### config.mk
export PLATFORM = sky130hd
export DESIGN_NAME = ssr_ram
export DESIGN_NICKNAME = d
export VERILOG_FILES = /design/src/hw/rtl/ssr_ram.sv
export SDC_FILE = /design/constraint.sdc
export NUM_CORES = 1
export LEC_CHECK = 0
export BUFFER_PORTS_ARGS = -buffer_cell sky130_fd_sc_hd__buf_2
export CAP_MARGIN = 20
export CORE_UTILIZATION = 65
export DETAILED_ROUTE_END_ITERATION = 10
export GPL_TIMING_DRIVEN = 0
export PLACE_DENSITY = 0.92
export SLEW_MARGIN = 20
export SYNTH_ARGS = -nofsm -noshare
export SYNTH_HDL_FRONTEND = slang
export SYNTH_SLANG_ARGS = --single-unit
### constraint.sdc
create_clock -name i_clk -period 3.5 [get_ports i_clk]
set_input_delay 0.175 -clock i_clk [delete_from_list [all_inputs] [get_ports i_clk]]
set_output_delay 0.175 -clock i_clk [all_outputs]
set_load 0.005 [all_outputs]
### src/hw/rtl/ssr_ram.sv
`default_nettype none

module ssr_ram #(
    parameter int WIDTH = 8,
    parameter int DEPTH = 16
) (
    input  wire logic                     i_clk,
    input  wire logic                     i_we,
    input  wire logic [$clog2(DEPTH)-1:0] i_addr,
    input  wire logic [WIDTH-1:0]         i_wdata,
    output logic      [WIDTH-1:0]         o_rdata
);

    logic [WIDTH-1:0] r_mem [DEPTH];

    // Single port, read-first, registered read
    always_ff @(posedge i_clk) begin
        if (i_we) begin
            r_mem[i_addr] <= i_wdata;
        end
        o_rdata <= r_mem[i_addr];
    end

endmodule

`default_nettype wire

Yosys cells after proc, flatten, opt, wreduce, memory -nomap -nowiden
Memories as Yosys holds them, arrays and structs flattened. A register that Yosys moved wholly into a read port is not among the register bits.
Index checks and enable logic that the tools add are counted.
{"block": "word_totals", "inputBits": 14, "ram_bits": 128, "register_bits": 0, "n_memories": 1, "word_cells": 3, "out_inout_bits": 8}
{"name": "r_mem", "depth": 16, "word_bits": 8, "rd": 1, "rd_clocked_by_memory_dff": 1, "wr": 1, "line_no": "14", "text": "logic [WIDTH-1:0] r_mem [DEPTH];"}
{"block": "op_classes", "n_mux": 2}
{"cell": "$mux 1", "count": 2}

Depth between registers and ports, before layout
Gate-level depths: netlist of the first run.
{"block": "depth", "word_depth": 2, "mapped_depth": 5, "depth_no_buf": 3}

Least setup slack after synthesis of the first run
Ideal clock, no wire load.
{"block": "synth_path", "path_type": "input-to-reg", "start": "input port i_addr[2]", "end": "memory r_mem[0][0] (enable)", "n_path_buf": 0, "required_ns": 3.117, "setup_ns": 0.383, "cell_stages": 2, "slack_ns": 1.832, "t_arrival_ns": 1.285, "path_cell_list": "or3b_2 nor3_1"}
{"element": "start: declaration", "line_no": "9", "text": "input wire logic [$clog2(DEPTH)-1:0] i_addr,"}
{"element": "end: declaration", "line_no": "14"}
Straight into the memory's write port.

Worst setup path in the final report of the first run
{"block": "layout_path", "start": "input port i_addr[1]", "end": "memory r_mem[3][5] (enable)"}
Straight into the memory's write port.

==> results, run 1 <==
- The horizontal extent of the die is 90.3 um.
- The leakage power figure is 1.91 nW.
- Following the worst setup path forward leads to its endpoint at r_mem[3][5].
- Summed over all nets, wire length on met2 after detailed routing comes to 5170 um.
- The placement-stage cell area is 0.00530 mm2.
- The later-pin clock latency in the skew report is 0.51 ns.
- Port buffering added 19 buffers.
- From synthesis to final layout, the design area changed by 15.7%.
- Gates resized during post-CTS repair numbered 0.
- Setup violations remaining at the end of the flow were counted as 0.
- The peak supply drop is 0.470 mV.
- The wire length of the first global-routing pass is 15,800 um.
- The total overflow left after global routing is 0.
- For the worst flop-to-flop path, the logic depth is 3.
- The number of clock buffers inserted by TritonCTS is 17.
- For this design the ratio of total power to cell area is 623 mW/mm2.
- Row generation in the floorplan step produced 31 rows.
- The critical path in this run is classified as input pin to flip-flop.
- The number of global-route vias before repair came to 2,560.
- The final clock period utilization by the worst path is 0.509.
- The gate count after technology mapping is 230.
- In this run, synthesis produced a sequential element count of 136.
- Across all layers, the routed design uses 2,568 vias.
- Of all nets on the critical path, the largest fanout is 10.
- The number of max-slew violations in the final report is 0.
- The share of flip-flops with an asynchronous set or reset after synthesis is 0.
- The synthesized design spends more area on one cell type than any other, namely sky130_fd_sc_hd__edfxtp_1.
- For this run, the total global-route usage over all layers was measured as 0.285.
- The nature of the critical path endpoint is a flip-flop.
- Across all register-to-register paths, the minimum setup slack is 1.99 ns.
- The floorplan step defined a die boundary enclosing 0.00815 mm2.
- In the final routing, the length of wire on met1 measures 3850 um.
- The count of different cell masters after synthesis is 18.
- The repair_antennas step left the layout with diodes totalling 0.
- The floorplan step defined a core boundary enclosing 0.00741 mm2.
- The final hold violation count is 0.
- After detailed placement, the design holds a cell count of 348.
- At the pin with the least slew margin, the transition time is 0.856 ns.
- The number of nets in the synthesized netlist is 244.
- The clock tree from TritonCTS is done.
- The post-layout instance count excluding filler cells is 380.
- The die is 90.3 um tall.
- The worst endpoint required time is 3.63 ns.
- The mean instance size in the synthesized netlist is 22.0 um2.
- The primary flip-flop cell chosen by synthesis mapping is sky130_fd_sc_hd__edfxtp_1.
- The post-layout worst setup margin is 1.72 ns.
- Counting every sink on the clock net gives 136.
- Clock tree synthesis selected as its root buffer the cell sky130_fd_sc_hd__clkbuf_8.
- The highest achievable clock rate is 0.562 GHz.
- The number of nets in the final layout is 282.
- The worst register-to-register path begins at r_mem[15][0].
- Traced cell by cell, the critical path runs through buf_2 -> buf_1 -> nand2_1 -> nor2_1.
- The worst clock skew is 0.00501 ns.
- The mapped netlist covers 0.00507 mm2.
- Together, buffers and inverters on the worst path number 2.
- For this run, the slowest stage of the critical path takes 0.69 ns.
- The number of H-tree branching levels is 4.
- Yosys instantiated no cell more often than sky130_fd_sc_hd__edfxtp_1.
- The number of DRC violations after detailed routing is 2.
- The total wire length is 10,300 um.
- Setup total negative slack on the finished layout was measured at 0 ns.
- The share of Yosys cell area claimed by the top area cell type is 0.759.
- The share of layout cells above drive strength 1 is 0.306.
- The number of violations of the max-capacitance limit is 0.
- For this run, the number of Yosys warnings is 0.
- The utilization of the core after routing is 0.791.
- After the first detailed-routing iteration, the DRC count stood at 329.
- The number of nets with antenna violations after routing is 0.
- In this run the tightest slew margin relative to its limit is 0.427.
- The hold-fix buffer count after cts is 0.
- At the worst endpoint, the arrival time is 1.91 ns.
- The checks that failed: DRC.
- The I/O pin total is 22.
- The tightest min-delay check is of the input pin to flip-flop type.
- After detailed routing, the number of vias per cell comes to 6.76.
- The initial antenna violation count is 0.
- The met3 wirelength from detailed routing is 1090 um.
- The cell area after layout is 0.00586 mm2.
- Entering global routing, the biggest net connects 17 pins.
- In the synthesized netlist, the cells that appear most often are sky130_fd_sc_hd__edfxtp_1 (128), sky130_fd_sc_hd__mux4_2 (32), sky130_fd_sc_hd__a22oi_1 (16).
- The wire-length estimate of the detail-placed layout is 5890 um.
- By area the synthesized netlist is led by sky130_fd_sc_hd__edfxtp_1 (76%), sky130_fd_sc_hd__mux4_2 (14%), sky130_fd_sc_hd__dfxtp_1 (3.2%).
- The highest routed metal layer is met4.
- Counting along the longest clock path gives a buffer depth of 2.
- After clock tree synthesis, the clock-pin slew on the worst setup and hold paths is 0.06 ns.
- The kind of start point of the critical path is an input pin.
- At the end of routability-driven placement, the weighted congestion stood at 0.830.
- The most critical setup path has its startpoint at i_addr[1].
- The worst reg2reg path endpoint is o_rdata[0].
- Setup repair after global routing left no endpoint under its margin.
- OpenSTA, run right after detailed placement, puts the worst setup slack at 1.25 ns.
- The count of flip-flops with a built-in enable after synthesis is 128.
- The minimum clock period is 1.78 ns.
- On the critical path, the stage with the largest delay is an instance of sky130_fd_sc_hd__nor2_1.
- The sequential area share after synthesis is 0.790.
- The cell family with the largest share of critical-path delay is simple AND/OR/NAND/NOR gates.
- The flow ran to the end, but the final reports show violations.
- For this configuration, the core starts out at a cell density of 0.684.
- The first detailed-routing pass took 8 iterations.
- The number of gates on the worst path with buffers counted is 4.
- The count of buffers added by post-CTS timing repair for setup is 0.
- The wire length per cell after detailed routing is 27.1 um.
## placed cells by master, fill, tap and decap left out, types with 3 or more instances in the layout
master and count:
sky130_fd_sc_hd__edfxtp_1 128, sky130_fd_sc_hd__mux4_2 32, sky130_fd_sc_hd__buf_2 21, sky130_fd_sc_hd__a22oi_1 16, sky130_fd_sc_hd__clkbuf_16 16, sky130_fd_sc_hd__nor2_1 13, sky130_fd_sc_hd__nand2_1 9, sky130_fd_sc_hd__dfxtp_1 8
sky130_fd_sc_hd__clkbuf_1 5, sky130_fd_sc_hd__buf_1 4, sky130_fd_sc_hd__nor3_2 4, sky130_fd_sc_hd__clkinv_1 4, sky130_fd_sc_hd__clkbuf_8 3, sky130_fd_sc_hd__clkinvlp_4 3
## through the flow
stage               total power (W)  hold slack (ns)
floorplan                   0.00196            0.274
global placement            0.00202            0.550
detailed placement          0.00203            0.551
CTS                         0.00365           0.0448
global route                0.00374           0.0573
finish                      0.00365           0.0649
## report_power, final
part           switching (W)  internal, W  total (W)
combinational       0.000107    0.0000689   0.000175
clock               0.000604      0.00104    0.00164
sequential         0.0000105      0.00182    0.00183
## state kept, by name, summed over array words and instances (netlist names)
signal / count
r_mem: 128
o_rdata: 8
## worst min path at each step
stage	startpoint	endpoint	slack, ns	cells after the start
after floorplan	i_wdata[0]	r_mem[0][0]	0.27	0
after global placement	o_rdata[1]	o_rdata[1]	0.55	1
after detailed placement	o_rdata[6]	o_rdata[6]	0.55	1
after CTS	i_wdata[6]	r_mem[13][6]	0.04	1
after global routing	i_wdata[6]	r_mem[10][6]	0.06	1
final	i_wdata[6]	r_mem[14][6]	0.06	1
## logic make-up (layout without fill, tap and decap cells)
kind of cell,after synthesis,count (layout),share of synthesized area
DFF,136,136,0.790
and+or+nand+nor,35,35,0.0321
muxes,32,32,0.142
AOI/OAI and AO/OA,16,16,0.0237
buffers and inverters,11,62,0.0119
## per-layer routing
layer | track usage | up-vias
li1 | - | 1037
met1 | 0.386 | 1310
met2 | 0.452 | 197
met3 | 0.0833 | 24
met4 | 0.0995 | 0
met5 | 0 | -
## final cells by class
cell class / instances / area (um2)
buffer: 11 / 60.1
clock buffer: 22 / 453
clock inverter: 10 / 103
fill: 340 / 1550
multi-input combinational: 83 / 1020
sequential: 136 / 4000
tap: 99 / 124
timing repair buffer: 19 / 95.1
Note: power is estimated with default switching activity, not from simulation.
==> inputs of run 2 (changes only) <==
- CORE_UTILIZATION: 65 -> 60
- PLACE_DENSITY: 0.92 -> 0.87
- clock period: 3.5 -> 1.8 ns (I/O delays scaled with it)
==> results, run 2 (synthesized netlist as in run 1, its figures left out) <==
- Run status: complete, no violations (was finished, violations left).
- The number of max-slew violations in the final report is 0 (unchanged).
- The leakage power figure is 1.98 nW (was 1.91 nW).
- The die outline height is 93.9 um (was 90.3 um).
- The kind of start point of the critical path is an input pin (unchanged).
- The relative area change from synthesis to final layout is 18.3% (was 15.7%).
- The total length of routed met2 wires came to 5300 um (was 5170 um).
- The worst endpoint required time is 1.95 ns (was 3.63 ns).
- The core area is 0.00818 mm2 (was 0.00741 mm2).
- The starting density of the core is 0.620 (was 0.684).
- The areal power density over the cells is 1230 mW/mm2 (was 623 mW/mm2).
- The global-route congestion overflow total is 0 (unchanged).
- The register ranked first by flip-flop count is r_mem (unchanged).
- The wire length on met1 came to 3960 um (was 3850 um).
- The count of buffers added by post-CTS timing repair for setup is 0 (unchanged).
- The final-layout setup total negative slack came to 0 ns (unchanged).
- Largest regs: r_mem x128, o_rdata x8 (unchanged).
- The number of vias in the routed layout is 2,567 (was 2,568).
- The count of filler cells inserted in the layout is 440 (was 340).
- The peak supply drop is 1.41 mV (was 0.470 mV).
- The placement-stage cell area is 0.00531 mm2 (was 0.00530 mm2).
- The number of flip-flops under the largest register name is 128 (unchanged).
- The worst hold path class is input pin to flip-flop (unchanged).
- The cell type of the slowest stage on the worst timing path was sky130_fd_sc_hd__nor2_1 (unchanged).
- Most frequent cells in the layout: sky130_fd_sc_hd__edfxtp_1 (128), sky130_fd_sc_hd__mux4_2 (32), sky130_fd_sc_hd__buf_2 (22) (was sky130_fd_sc_hd__edfxtp_1 (128), sky130_fd_sc_hd__mux4_2 (32), sky130_fd_sc_hd__buf_2 (21)).
- The largest fanout of any net on the critical path is 10 (unchanged).
- The number of cell instances on the worst register-to-register path is 3 (unchanged).
- The multi-input gate area in the final layout is 0.00102 mm2 (about the same).
- The final hold violation count came to 0 (unchanged).
- The count of input and output buffers is 19 (unchanged).
- The number of DRC violations after detailed routing is 0 (was 2).
- The flip-flop and latch area came to 0.00400 mm2 (unchanged).
- The number of stages on the worst hold path is 4 (was 1).
- The minimum clock period is 1.68 ns.
- Static timing analysis puts the maximum clock frequency at 0.596 GHz.
- The number of nets in the final layout is 291 (was 282).
- The total wire length is 10,500 um (was 10,300 um).
- The worst-case hold slack came to 0.166 ns (was 0.0649 ns).
- The most common library cell in the layout ignoring fill and taps is sky130_fd_sc_hd__edfxtp_1 (unchanged).
- The highest routed metal layer was met4 (unchanged).
- The data arrival time of the critical path was 1.83 ns (was 1.91 ns).
- The first-pass iteration count of the detailed router is 5 (was 8).
- The floorplan die area is 0.00882 mm2 (was 0.00815 mm2).
- The number of H-tree branching levels is 4 (unchanged).
- The DRC violation total after the first TritonRoute iteration is 283 (was 329).
- The setup slack at placement came to -0.375 ns (was 1.25 ns).
- The number of violations of the max-capacitance limit came to 0 (unchanged).
- The worst-case headroom to the max-slew limit was 0.457 (was 0.427).
- The worst clock skew is 0.00804 ns (was 0.00501 ns).
- The number of clock sinks was 136 (unchanged).
- The clock tree from TritonCTS is done (unchanged).
- The nature of the critical path endpoint is a flip-flop (unchanged).
- The number of clock buffers inserted by TritonCTS was 17 (unchanged).
- The clock root buffer is sky130_fd_sc_hd__clkbuf_8 (unchanged).
- The maximum number of buffers from clock root to sink came to 2 (unchanged).
- The met3 wirelength from detailed routing is 982 um (was 1090 um).
- The post-layout worst setup margin is 0.123 ns (was 1.72 ns).
- The I/O pin total was 22 (unchanged).
- The final clock period utilization by the worst path is 0.932.
- The later-pin clock latency in the skew report came to 0.53 ns (was 0.51 ns).
- The number of standard-cell rows in the floorplan is 33 (was 31).
- The pin count of the biggest net entering global routing is 17 (unchanged).
- The share of layout cells above drive strength 1 is 0.321 (was 0.306).
- The number of nets with antenna violations after routing came to 0 (unchanged).
- The total track usage is 0.269 (was 0.285).
- The total half-perimeter wirelength after legalization and detailed placement is 6030 um (was 5890 um).
- The ratio of routed vias to standard cells was 6.50 (was 6.76).
- The total setup violations reported at the end of the flow was 0 (unchanged).
- The cell area after layout is 0.00600 mm2 (was 0.00586 mm2).
- The number of gates resized after CTS was 0 (unchanged).
- Cell-by-cell listing of the critical path: buf_2 -> buf_1 -> nand2_1 -> nor2_1 (unchanged).
- The horizontal extent of the die is 93.9 um (was 90.3 um).
- RSZ-0062 raised after global routing: no (unchanged).
- The number of diodes is 0 (unchanged).
- The maximum single-stage delay on the critical path came to 0.68 ns (was 0.69 ns).
- The start-to-end type of the worst setup path is input pin to flip-flop (unchanged).
- The wire length per cell after detailed routing is 26.6 um (was 27.1 um).
- The actual transition at the worst max-transition pin is 0.809 ns (was 0.856 ns).
- The routability-driven placement congestion ratio is 0.847 (was 0.830).
- The wire length of the first global-routing pass was 15,400 um (was 15,800 um).
- The number of global-route vias before repair came to 2,598 (was 2,560).
- The clock edge transition at the registers on the reported setup and hold paths is 0.06 ns (about the same).
- The initial antenna violation count is 0 (unchanged).
-- run 2: changes by cell type in the layout (fill, tap and decap cells not counted), sizes merged --
cell	before	now
clkinvlp	3	1
dlygate4sd3	0	8
bufinv	2	3
inv	0	2
buf	27	28
clkbuf	25	21
clkinv	5	8
-- run 2: worst max-delay path: cells and delay by family --
family / cells / cell delay [ns]
simple gates: 2 / 0.94
buf+inv: 2 / 0.79
-- run 2: per-layer routing --
metal	vias to the layer above	global-route usage
li1	1062	-
met1	1308	0.356
met2	177	0.391
met3	20	0.0987
met4	0	0.150
met5	-	0
-- run 2: what timing repair did --
action | 4_1_cts | 5_1_grt
endpoints found under the setup margin | 0 | 0
hold buffers | 8 | 0
endpoints found under the hold margin | 128 | 0
-- run 2: final timing paths --
check | startpoint | endpoint | slack, ns
min | i_addr[0] | o_rdata[5] | 0.17
min reg2reg | r_mem[10][2] | o_rdata[2] | 0.72
max reg2reg | r_mem[9][4] | o_rdata[4] | 0.32
max | i_addr[1] | r_mem[11][3] | 0.12
-- run 2: power breakdown --
group          internal (W)  switching, W
Sequential          0.00354     0.0000205
Combinational      0.000145      0.000208
Clock               0.00216       0.00133
Total               0.00584       0.00156
-- run 2: metrics by stage --
step                      cells  total power [W]   util
after global placement      354          0.00393  0.648
after global routing        395          0.00756  0.733
after floorplan             230          0.00381      -
after CTS                   395          0.00741  0.733
after detailed placement    355          0.00396  0.650
final                       395          0.00740  0.733
-- run 2: cell type report --
cell class | instances | area share
Sequential cell | 136 | 0.668
Timing Repair Buffer | 28 | 0.0301
Buffer | 11 | 0.0100
Clock inverter | 14 | 0.0290
Tap cell | 105 | 0.0219
Multi-Input combinational cell | 83 | 0.170
Clock buffer | 18 | 0.0714
